File: config.mk
export PLATFORM = sky130hd
export DESIGN_NAME = ortq_ctrl
export DESIGN_NICKNAME = d
export VERILOG_FILES = /design/src/rtl/ortq_pkg.sv /design/src/rtl/ortq_ctrl.sv
export SDC_FILE = /design/constraint.sdc
export NUM_CORES = 1
export LEC_CHECK = 0
export BUFFER_PORTS_ARGS = -buffer_cell sky130_fd_sc_hd__clkbuf_2
export CORE_AREA = 10 10 47 49
export CTS_BUF_LIST = sky130_fd_sc_hd__clkbuf_8 sky130_fd_sc_hd__clkbuf_16
export DETAILED_ROUTE_END_ITERATION = 8
export DIE_AREA = 0 0 57 59
export SLEW_MARGIN = 5
export SYNTH_ARGS = -nofsm -noshare
export SYNTH_HDL_FRONTEND = slang
export SYNTH_SLANG_ARGS = --single-unit
File: constraint.sdc
create_clock -name clk -period 1.5 [get_ports clk]
set_input_delay 0.075 -clock clk [delete_from_list [all_inputs] [get_ports clk]]
set_output_delay 0.075 -clock clk [all_outputs]
set_load 0.03 [all_outputs]
File: src/rtl/ortq_pkg.sv
// ----------------------------------------------------------------------------
// Order rate throttle queue package
// Shared types, command and status codes of the throttle.
// ----------------------------------------------------------------------------
package ortq_pkg;

  localparam int unsigned SEC_W = 17;
  localparam int unsigned MPS_W = 10;
  localparam int unsigned CMD_W = 3;
  localparam int unsigned ST_W  = 4;
  localparam int unsigned ID_W  = 32;
  localparam int unsigned SYM_W = 16;
  localparam int unsigned PX_W  = 32;
  localparam int unsigned QTY_W = 32;
  localparam int unsigned CFG_IDX_W = 2;

  localparam logic [SEC_W-1:0] RST_WIN_START = 17'd0;
  localparam logic [SEC_W-1:0] RST_WIN_END   = 17'd86400;
  localparam logic [MPS_W-1:0] RST_MAX_PS    = 10'd100;

  localparam logic [CFG_IDX_W-1:0] REG_WIN_START = 2'd0;
  localparam logic [CFG_IDX_W-1:0] REG_WIN_END   = 2'd1;
  localparam logic [CFG_IDX_W-1:0] REG_MAX_PS    = 2'd2;

  localparam logic [CMD_W-1:0] CMD_NEW    = 3'd0;
  localparam logic [CMD_W-1:0] CMD_MODIFY = 3'd1;
  localparam logic [CMD_W-1:0] CMD_CANCEL = 3'd2;
  localparam logic [CMD_W-1:0] CMD_DRAIN  = 3'd3;

  localparam logic [ST_W-1:0] ST_SENT        = 4'd0;
  localparam logic [ST_W-1:0] ST_QUEUED      = 4'd1;
  localparam logic [ST_W-1:0] ST_MODIFIED    = 4'd2;
  localparam logic [ST_W-1:0] ST_CANCELLED   = 4'd3;
  localparam logic [ST_W-1:0] ST_NOT_PENDING = 4'd4;
  localparam logic [ST_W-1:0] ST_OUTSIDE     = 4'd5;
  localparam logic [ST_W-1:0] ST_UNKNOWN     = 4'd6;
  localparam logic [ST_W-1:0] ST_FULL        = 4'd7;
  localparam logic [ST_W-1:0] ST_NONE        = 4'd8;

  typedef struct packed {
    logic [ID_W-1:0]  id;
    logic [SYM_W-1:0] sym;
    logic [PX_W-1:0]  price;
    logic [QTY_W-1:0] qty;
    logic             side;
  } entry_t;

  typedef enum logic [3:0] {
    OP_NOP,
    OP_ACCEPT,
    OP_CHECK,
    OP_POP,
    OP_LOAD_KEY,
    OP_SET_NONE,
    OP_SCAN,
    OP_RELEASE,
    OP_ACT,
    OP_LOAD_OUT
  } op_t;

  typedef struct packed {
    logic is_drain;
    logic early;
    logic drain_ok;
    logic scan_done;
    logic hit;
    logic out_free;
  } dp_stat_t;

  typedef enum logic [2:0] {
    S_IDLE,
    S_CHK,
    S_DR_CHK,
    S_DR_WAIT,
    S_DR_SCAN,
    S_SCAN,
    S_RESP
  } state_t;

endpackage

File: src/rtl/ortq_ctrl.sv
// ----------------------------------------------------------------------------
// Throttle controller
// Sequences accept, window check, table scan, drain and result hand-off.
// ----------------------------------------------------------------------------
module ortq_ctrl (
  input  logic              clk,
  input  logic              rst_n,
  input  logic              in_valid,
  output logic              in_stall,
  input  ortq_pkg::dp_stat_t stat,
  output ortq_pkg::op_t     op
);

  ortq_pkg::state_t state_r, state_nxt;

  always_ff @(posedge clk) begin
    if (!rst_n) begin
      state_r <= ortq_pkg::S_IDLE;
    end else begin
      state_r <= state_nxt;
    end
  end

  always_comb begin
    state_nxt = state_r;
    op        = ortq_pkg::OP_NOP;
    in_stall  = (state_r != ortq_pkg::S_IDLE);
    unique case (state_r)
      ortq_pkg::S_IDLE: begin
        if (in_valid) begin
          op        = ortq_pkg::OP_ACCEPT;
          state_nxt = ortq_pkg::S_CHK;
        end
      end
      ortq_pkg::S_CHK: begin
        if (stat.is_drain) begin
          state_nxt = ortq_pkg::S_DR_CHK;
        end else begin
          op        = ortq_pkg::OP_CHECK;
          state_nxt = stat.early ? ortq_pkg::S_RESP : ortq_pkg::S_SCAN;
        end
      end
      ortq_pkg::S_DR_CHK: begin
        if (stat.drain_ok) begin
          op        = ortq_pkg::OP_POP;
          state_nxt = ortq_pkg::S_DR_WAIT;
        end else begin
          op        = ortq_pkg::OP_SET_NONE;
          state_nxt = ortq_pkg::S_RESP;
        end
      end
      ortq_pkg::S_DR_WAIT: begin
        op        = ortq_pkg::OP_LOAD_KEY;
        state_nxt = ortq_pkg::S_DR_SCAN;
      end
      ortq_pkg::S_DR_SCAN: begin
        if (!stat.scan_done) begin
          op = ortq_pkg::OP_SCAN;
        end else if (stat.hit) begin
          op        = ortq_pkg::OP_RELEASE;
          state_nxt = ortq_pkg::S_RESP;
        end else begin
          state_nxt = ortq_pkg::S_DR_CHK;
        end
      end
      ortq_pkg::S_SCAN: begin
        if (!stat.scan_done) begin
          op = ortq_pkg::OP_SCAN;
        end else begin
          op        = ortq_pkg::OP_ACT;
          state_nxt = ortq_pkg::S_RESP;
        end
      end
      ortq_pkg::S_RESP: begin
        if (stat.out_free) begin
          op        = ortq_pkg::OP_LOAD_OUT;
          state_nxt = ortq_pkg::S_IDLE;
        end
      end
      default: begin
        state_nxt = ortq_pkg::S_IDLE;
      end
    endcase
  end

endmodule

# Word level (Yosys, flattened, before mapping)
# Cells that the tools add are included.
[word_totals]
ff_bits = 3
in_bits = 9
out_inout_bits = 5
wordCells = 31
[classes]
n_eq_ne = 10
mux = 17
n_reduce_logical = 3
[op_table]
columns = ["operator", "n"]
rows = [
  ["$mux 3", 10],
  ["$pmux 4 s7", 1],
  ["$pmux 3 s7", 1],
  ["$eq 3x3->1 const B", 3],
  ["$mux 4", 2],
  ["$ne 2x2->1 const B", 4],
  ["$eq 3x2->1 const B", 2],
  ["$mux 2", 2],
  ["$reduce_and 4->1", 1],
  ["$eq 3x1->1 const B", 1],
  ["$logic_not 3->1", 1],
  ["$reduce_bool 3->1", 1],
  ["$mux 1", 1],
]

# Longest topological paths before layout
# Gate-level depths: netlist of the first run.
[depth]
word_depth = 3
mapped_depth = 4
ltp_nobuf = 3

# Worst setup path before layout of the first run
# Ideal clock, no wire load.
[synth_timing]
kind = "flip-flop to output port"
from = "reg state_r[1]"
to = "out op[0]"
arrival_ns = 1.486
t_required_ns = 1.425
setup_slack_ns = -0.061
stages_incl_launch_ff = 4
path_buffers = 1
path_cell_list = "dfxtp_1 buf_2 nand2_1 a311oi_1"
[synth_between]
elab_chain_len = 2
word_cells_on_any_way = 8
cone_classes = "eq/ne (6); mux (1); reduce/logical (1)"
[synth_rtl]
columns = ["item", "line", "rtl"]
rows = [
  ["start: declaration", "ortq_ctrl.sv:14", "ortq_pkg::state_t state_r, state_nxt;"],
  ["start signal: assignment", "ortq_ctrl.sv:18", "state_r <= ortq_pkg::S_IDLE;"],
  ["start signal: assignment", "ortq_ctrl.sv:20", "state_r <= state_nxt;"],
  ["$eq 3x3->1 (tied with other cells)", "ortq_ctrl.sv:28", "unique case (state_r)"],
  ["$pmux 4 s7 *", "ortq_ctrl.sv:28", ""],
  ["end: declaration", "ortq_ctrl.sv:11", "output ortq_pkg::op_t op"],
]
# Mark *: on every way between the ends. The rest lies on a longest branch, timed or not.

# Worst setup path after layout of the first run
[layout_timing]
from = "reg state_r[0]"
to = "out op[1]"
# The elaborated chain is that of the path after synthesis.

==> summary.json, run 1 <==
{
  "h_tree_lvl_count": 1,
  "syn_avg_cell_area_um2": 7.30,
  "grt_start_max_net_pins": 16,
  "fmaxAchievable_mhz": 724,
  "synth_compound_gate_area_share_pct": 38.4,
  "worst_setup_path_end_kind": "output pin",
  "post_synth_xor_area_fraction_pct": 0,
  "placement.cell_area_um2": 398,
  "pre_cts_slack_ns": 0.117,
  "postLayoutSetupSlackWorst_ns": 0.118,
  "regs_by_ff_count": "state_r (3)",
  "dp_hpwl_um": 750,
  "max_ffs_per_register": 3,
  "total_power_mw": 0.745,
  "clock_latency_ns": 0.22,
  "viasPerCell": 5.14,
  "yosys_warnings": 0,
  "grt_use_total_pct": 5.86,
  "postSynthCellCount": 42,
  "power.share.sequential_pct": 19.9,
  "ys_async_sr_fraction_pct": 0,
  "drt-total-wl_um": 949,
  "share_of_the_yosys_chip_area_belonging_to_registers_pct": 19.6,
  "die_x_um": 57,
  "grt_pass1_vias": 377,
  "cp_max_fo": 10,
  "final-setup-viol-count": 0,
  "post_synth_mux_area_share_pct": 0,
  "yosys.cell_count.top_type": "inv_1",
  "drv_cap": 0,
  "initial_core_util_pct": 21.9,
  "count_of_distinct_cell_types_in_the_synthesized_netlist": 28,
  "setup.worst_path.class": "reg -> out",
  "tritoncts": "done",
  "post_synth_and_or_nand_nor_area_fraction_pct": 32.2,
  "worst_pin_slew_ns": 0.253,
  "startpoint_type": "register",
  "intPower_mw": 0.432,
  "worst_path_dominant_cell_family": "compound AO/OA/AOI/OAI gates",
  "clock-skew-final_ns": 0.00162,
  "cellPowerDensity_nw_per_um2": 1640,
  "tritoncts.num_buffers": 3,
  "edff_count_synth": 0,
  "holdBufCountCts": 0,
  "drc": 0,
  "initial_antenna_violation_count": 0,
  "synth.top_cell.area_share_pct": 19.6,
  "fp.coreArea_um2": 1400,
  "synth_top_flop_cell": "dfxtp_1",
  "static_leak_nw": 0.205,
  "grt_first_pass_wirelength_um": 1610,
  "hold_viol_final": 0,
  "grt-ovfl-total": 0,
  "detail-route-antenna-nets": 0,
  "top_level_ports": 14,
  "synth_top_family_by_area": "compound AO/OA/AOI/OAI gates",
  "layout.cells.non_filler": 74,
  "share_of_post_route_cells_with_drive_strength_above_1_pct": 43.1,
  "dp.cells": 70,
  "std_cell_rows": 14,
  "clock_tree.buffer_depth": 2,
  "area_growth_from_synthesis_to_final_layout_pct": 48.6,
  "cp_num_buf_inv": 1,
  "yosys_register_bits": 3,
  "finalCriticalPeriod_ns": 1.38,
  "detailedRoute.firstPassIterationCount": 6,
  "num-nets-final": 68,
  "synth-adder-area-share_pct": 0,
  "largest_register": "state_r",
  "hold_class": "in -> reg",
  "drt_iter0_markers": 7,
  "clkSlewWorstSetupHoldPaths_ns": 0.03,
  "slew_violations": 0,
  "clock_sink_count": 3,
  "synthTopCellsByCount": "inv_1 (4), dfxtp_1 (3), nand2b_1 (3)",
  "num_vias": 380,
  "maxSlewHeadroom_pct": 83.2,
  "cpMaxStageDelayCell": "dfxtp_2",
  "die-area_um2": 3360,
  "fin_worst_hold_slack_ns": 0.128,
  "p_comb_share_pct": 49.6,
  "ctsRootBufferMaster": "clkbuf_8",
  "dominant_cell_type_by_area_after_synthesis": "dfxtp_1",
  "chipHeight_um": 59,
  "run_status": "complete, no violations",
  "gpl.final_weighted_congestion": 0.798,
  "switching_share_pct": 42.0,
  "design_area_um2": 455,
  "p_sw_mw": 0.313,
  "timing.critical_path.arrival_ns": 1.31,
  "cp_data_required_time_ns": 1.42,
  "path_cells": "nand2b_1, a211oi_2, o21bai_1, clkbuf_4",
  "timing.critical_path.slowest_cell_delay_ns": 0.35,
  "post_drt_wl_per_cell_um": 12.8,
  "ir_drop_mv": 0.624,
  "post_synth_main_area_contributors": "dfxtp_1 (20%), nand2b_1 (6.1%), a211oi_1 (4.9%)",
  "num_antenna_cells": 0,
  "final_min_period_over_clock_period_pct": 92.1,
  "synthesis.area_um2": 307,
  "tns_ns": 0,
  "power.share.clock_pct": 30.5,
  "port-buffer-count": 13,
  "rsz0062_at_grt": "no",
  "synth.net_count": 51,
  "layout.core_utilization_pct": 32.5
}
[placed cells by master, fill, tap and decap left out, types with 2 or more instances in the layout]
cell type / synthesis / layout
clkbuf_8: 0 / 3
nand2_1: 2 / 2
clkbuf_2: 1 / 11
clkbuf_4: 0 / 2
a21oi_1: 2 / 2
o21ai_0: 2 / 2
nor3_1: 2 / 2
inv_1: 4 / 4
or3_1: 2 / 2
buf_4: 0 / 2
dfxtp_2: 0 / 2
nand2b_1: 3 / 3
[cells by family (layout without fill, tap and decap cells)]
logic type / after synthesis / in the layout
AO/OA/AOI/OAI: 16 / 16
AND/OR/NAND/NOR: 16 / 16
buffers and inverters: 7 / 23
flip-flops: 3 / 3
[repair_timing]
action,CTS,global route
endpoints found under the hold margin,0,0
setup buffers,0,0
pin swaps,0,0
endpoints found under the setup margin,2,3
gates resized for setup,3,4
[final cells by class]
type	count	area, µm²
clock inverter	1	3.75
sequential	3	62.6
multi-input combinational	32	228
timing repair buffer	15	85.1
tap	16	20.0
clock buffer	3	41.3
inverter	4	15.0
fill	160	946
[power groups by stage]
stage	clock network (mW)	registers [mW]	logic [mW]
CTS	0.236	0.144	0.365
global placement	0	0.142	0.355
floorplan	0	0.115	0.287
detailed placement	0	0.143	0.358
global route	0.243	0.154	0.402
finish	0.227	0.149	0.369
[path summary, 6_finish.rpt]
path	from	endpoint	slack (ns)	depth (start not counted)
hold / removal	rst_n	state_r[1]	0.13	2
setup / recovery	state_r[0]	op[1]	0.12	4
hold reg to reg	state_r[1]	state_r[0]	0.57	1
setup reg to reg	state_r[1]	state_r[0]	0.15	3
[metal layers]
| layer | up-vias | wire (µm) | track usage, % |
|---|---|---|---|
| met4 | 0 | 0 | 4.03 |
| met2 | 16 | 421 | 8.22 |
| li1 | 193 | - | - |
| met5 | - | 0 | 0 |
| met3 | 0 | 41 | 1.50 |
| met1 | 171 | 487 | 7.55 |
[worst reg2reg max path: cells and delay by family, from the launching register on]
family             cells  cell delay [ns]
and+or+nand+nor        1             0.39
AOI/OAI and AO/OA      2             0.50
DFF                    1             0.38
Power figures use the tool's default switching activity.
==> run 2: changes to the inputs <==
--- a/config.mk
+++ b/config.mk
@@ -6,10 +6,10 @@
 export NUM_CORES = 1
 export LEC_CHECK = 0
 export BUFFER_PORTS_ARGS = -buffer_cell sky130_fd_sc_hd__clkbuf_2
-export CORE_AREA = 10 10 47 49
+export CORE_AREA = 8 8 45 47
 export CTS_BUF_LIST = sky130_fd_sc_hd__clkbuf_8 sky130_fd_sc_hd__clkbuf_16
 export DETAILED_ROUTE_END_ITERATION = 8
-export DIE_AREA = 0 0 57 59
+export DIE_AREA = 0 0 53 55
 export SLEW_MARGIN = 5
 export SYNTH_ARGS = -nofsm -noshare
 export SYNTH_HDL_FRONTEND = slang
==> summary.json, run 2 (synthesized netlist as in run 1, its figures left out) <==
{
  "initial_antenna_violation_count": {"value": 0, "change": "unchanged"},
  "chipHeight": {"value": 55, "unit": "µm", "change": "was 59 µm"},
  "h_tree_lvl_count": {"value": 1, "change": "unchanged"},
  "setup.worst_path.class": {"value": "reg -> out", "change": "unchanged"},
  "layout.cells.non_filler": {"value": 74, "change": "unchanged"},
  "grt_use_total": {"value": 7.31, "unit": "%", "change": "was 5.86%"},
  "grt_start_max_net_pins": {"value": 16, "change": "unchanged"},
  "tritoncts.num_buffers": {"value": 3, "change": "unchanged"},
  "dp.cells": {"value": 70, "change": "unchanged"},
  "multi_input_area": {"value": 228, "unit": "µm²", "change": "unchanged"},
  "wl_met3": {"value": 61, "unit": "µm", "change": "was 41 µm"},
  "detailedRoute.firstPassIterationCount": {"value": 2, "change": "was 6"},
  "num_antenna_cells": {"value": 0, "change": "unchanged"},
  "min_from": {"value": "rst_n", "change": "unchanged"},
  "cellPowerDensity": {"value": 1640, "unit": "nW/µm²", "change": "about the same"},
  "max_ffs_per_register": {"value": 3, "change": "unchanged"},
  "gpl.final_weighted_congestion": {"value": 0.795, "change": "was 0.798"},
  "fp.coreArea": {"value": 1380, "unit": "µm²", "change": "was 1400 µm²"},
  "holdBufCountCts": {"value": 0, "change": "unchanged"},
  "crit-reg2reg-capture": {"value": "state_r[0]", "change": "unchanged"},
  "regToRegStartpoint": {"value": "state_r[1]", "change": "unchanged"},
  "port-buffer-count": {"value": 13, "change": "unchanged"},
  "grt_pass1_vias": {"value": 362, "change": "was 377"},
  "finalCriticalPeriod": {"value": 1.39, "unit": "ns", "change": "was 1.38 ns"},
  "clock_latency": {"value": 0.22, "unit": "ns", "change": "about the same"},
  "worstHoldEndpoint": {"value": "state_r[2]", "change": "was state_r[1]"},
  "design_area": {"value": 453, "unit": "µm²", "change": "was 455 µm²"},
  "final_min_period_over_clock_period": {"value": 92.5, "unit": "%", "change": "was 92.1%"},
  "drc": {"value": 0, "change": "unchanged"},
  "top_layer_used": {"value": "met4", "change": "was met3"},
  "grt_first_pass_wirelength": {"value": 1590, "unit": "µm", "change": "was 1610 µm"},
  "largest_register": {"value": "state_r", "change": "unchanged"},
  "regs_by_ff_count": {"value": "state_r (3)", "change": "unchanged"},
  "share_of_post_route_cells_with_drive_strength_above_1": {"value": 43.1, "unit": "%", "change": "unchanged"},
  "clock_sink_count": {"value": 3, "change": "unchanged"},
  "r2r_setup_slack": {"value": 0.18, "unit": "ns", "change": "was 0.15 ns"},
  "run_status": {"value": "complete, no violations", "change": "unchanged"},
  "post_drt_wl_per_cell": {"value": 12.8, "unit": "µm", "change": "about the same"},
  "num-nets-final": {"value": 68, "change": "unchanged"},
  "startpoint_type": {"value": "register", "change": "unchanged"},
  "layout_common_cells": {"value": "clkbuf_2 (12), inv_1 (4), nand2b_1 (3), clkbuf_8 (3)", "change": "was clkbuf_2 (11), inv_1 (4), nand2b_1 (3), clkbuf_8 (3)"},
  "pre_cts_slack": {"value": 0.114, "unit": "ns", "change": "was 0.117 ns"},
  "drv_cap": {"value": 0, "change": "unchanged"},
  "die_x": {"value": 53, "unit": "µm", "change": "was 57 µm"},
  "top_level_ports": {"value": 14, "change": "unchanged"},
  "rsz0062_at_grt": {"value": "no", "change": "unchanged"},
  "fillers": {"value": 168, "change": "was 160"},
  "std_cell_rows": {"value": 14, "change": "unchanged"},
  "cp_data_required_time": {"value": 1.42, "unit": "ns", "change": "about the same"},
  "mostFrequentLayoutCell": {"value": "clkbuf_2", "change": "unchanged"},
  "timing.reg2reg.worst_path_depth": {"value": 3, "change": "unchanged"},
  "ir_drop": {"value": 0.751, "unit": "mV", "change": "was 0.624 mV"},
  "die-area": {"value": 2920, "unit": "µm²", "change": "was 3360 µm²"},
  "grt-ovfl-total": {"value": 0, "change": "unchanged"},
  "tns": {"value": 0, "unit": "ns", "change": "unchanged"},
  "viasPerCell": {"value": 4.96, "change": "was 5.14"},
  "drt-total-wl": {"value": 944, "unit": "µm", "change": "was 949 µm"},
  "worstHoldPathCells": {"value": 3, "change": "was 2"},
  "placement.cell_area": {"value": 398, "unit": "µm²", "change": "unchanged"},
  "initial_core_util": {"value": 22.2, "unit": "%", "change": "was 21.9%"},
  "clock-skew-final": {"value": 0.000596, "unit": "ns", "change": "was 0.00162 ns"},
  "final-setup-viol-count": {"value": 0, "change": "unchanged"},
  "fmaxAchievable": {"value": 720, "unit": "MHz", "change": "was 724 MHz"},
  "static_leak": {"value": 0.205, "unit": "nW", "change": "about the same"},
  "postLayoutSetupSlackWorst": {"value": 0.112, "unit": "ns", "change": "was 0.118 ns"},
  "clkSlewWorstSetupHoldPaths": {"value": 0.03, "unit": "ns", "change": "about the same"},
  "layout.core_utilization": {"value": 32.7, "unit": "%", "change": "was 32.5%"},
  "dp_hpwl": {"value": 748, "unit": "µm", "change": "was 750 µm"},
  "sequential_cell_area_in_the_final_layout": {"value": 62.6, "unit": "µm²", "change": "unchanged"},
  "fin_worst_hold_slack": {"value": 0.105, "unit": "ns", "change": "was 0.128 ns"},
  "total_power": {"value": 0.743, "unit": "mW", "change": "was 0.745 mW"},
  "drt_iter0_markers": {"value": 1, "change": "was 7"},
  "area_growth_from_synthesis_to_final_layout": {"value": 47.8, "unit": "%", "change": "was 48.6%"},
  "tritoncts": {"value": "done", "change": "unchanged"},
  "clock_tree.buffer_depth": {"value": 2, "change": "unchanged"},
  "maxSlewHeadroom": {"value": 83.6, "unit": "%", "change": "was 83.2%"},
  "ctsRootBufferMaster": {"value": "clkbuf_8", "change": "unchanged"},
  "met2_length": {"value": 420, "unit": "µm", "change": "was 421 µm"},
  "worst_pin_slew": {"value": 0.244, "unit": "ns", "change": "was 0.253 ns"},
  "worst_setup_path_end_kind": {"value": "output pin", "change": "unchanged"},
  "hold_class": {"value": "in -> reg", "change": "unchanged"},
  "timing.critical_path.arrival": {"value": 1.31, "unit": "ns", "change": "about the same"},
  "wirelength_met1": {"value": 443, "unit": "µm", "change": "was 487 µm"},
  "num_vias": {"value": 367, "change": "was 380"},
  "detail-route-antenna-nets": {"value": 0, "change": "unchanged"},
  "slew_violations": {"value": 0, "change": "unchanged"},
  "hold_viol_final": {"value": 0, "change": "unchanged"},
  "cp_max_fo": {"value": 6, "change": "was 10"}
}
-- run 2: how the worst max path moves through the flow --
stage | start | endpoint | cells past startpoint
3_3_place_gp | state_r[1] | state_r[0] | 3
5_1_grt | state_r[1] | op[3] | 4
4_1_cts | state_r[2] | op[1] | 4
2_1_floorplan | state_r[1] | op[0] | 4
6_report | state_r[2] | op[1] | 4
3_5_place_dp | state_r[1] | state_r[0] | 3
-- run 2: critical path, cell delays in order, from the launching register on --
cell and delay, ns:
dfxtp_2 0.38, inv_1 0.12, a211oi_2 0.23, o21bai_1 0.14, clkbuf_2 0.22
-- run 2: area by class of cell --
cell class	count	share of cell area, %
Clock buffer	3	9.12
Clock inverter	1	0.829
Inverter	4	3.31
Multi-Input combinational cell	32	50.3
Sequential cell	3	13.8
Tap cell	16	4.42
Timing Repair Buffer	15	18.2
-- run 2: what timing repair did --
action / in CTS / in global routing
endpoints found under the setup margin: 4 / 2
setup buffers: 0 / 0
gates resized for setup: 3 / 2
-- run 2: metal layers --
layer / GRT usage, % / vias to the layer above
met5: 0 / -
met4: 5.17 / 0
met3: 2.41 / 2
met2: 10.7 / 11
met1: 8.79 / 165
li1: - / 189
-- run 2: power breakdown --
group          internal [mW]  switching (mW)  leakage [nW]
combinational          0.149           0.212         0.152
clock                  0.175          0.0583        0.0269
sequential             0.104          0.0454        0.0255
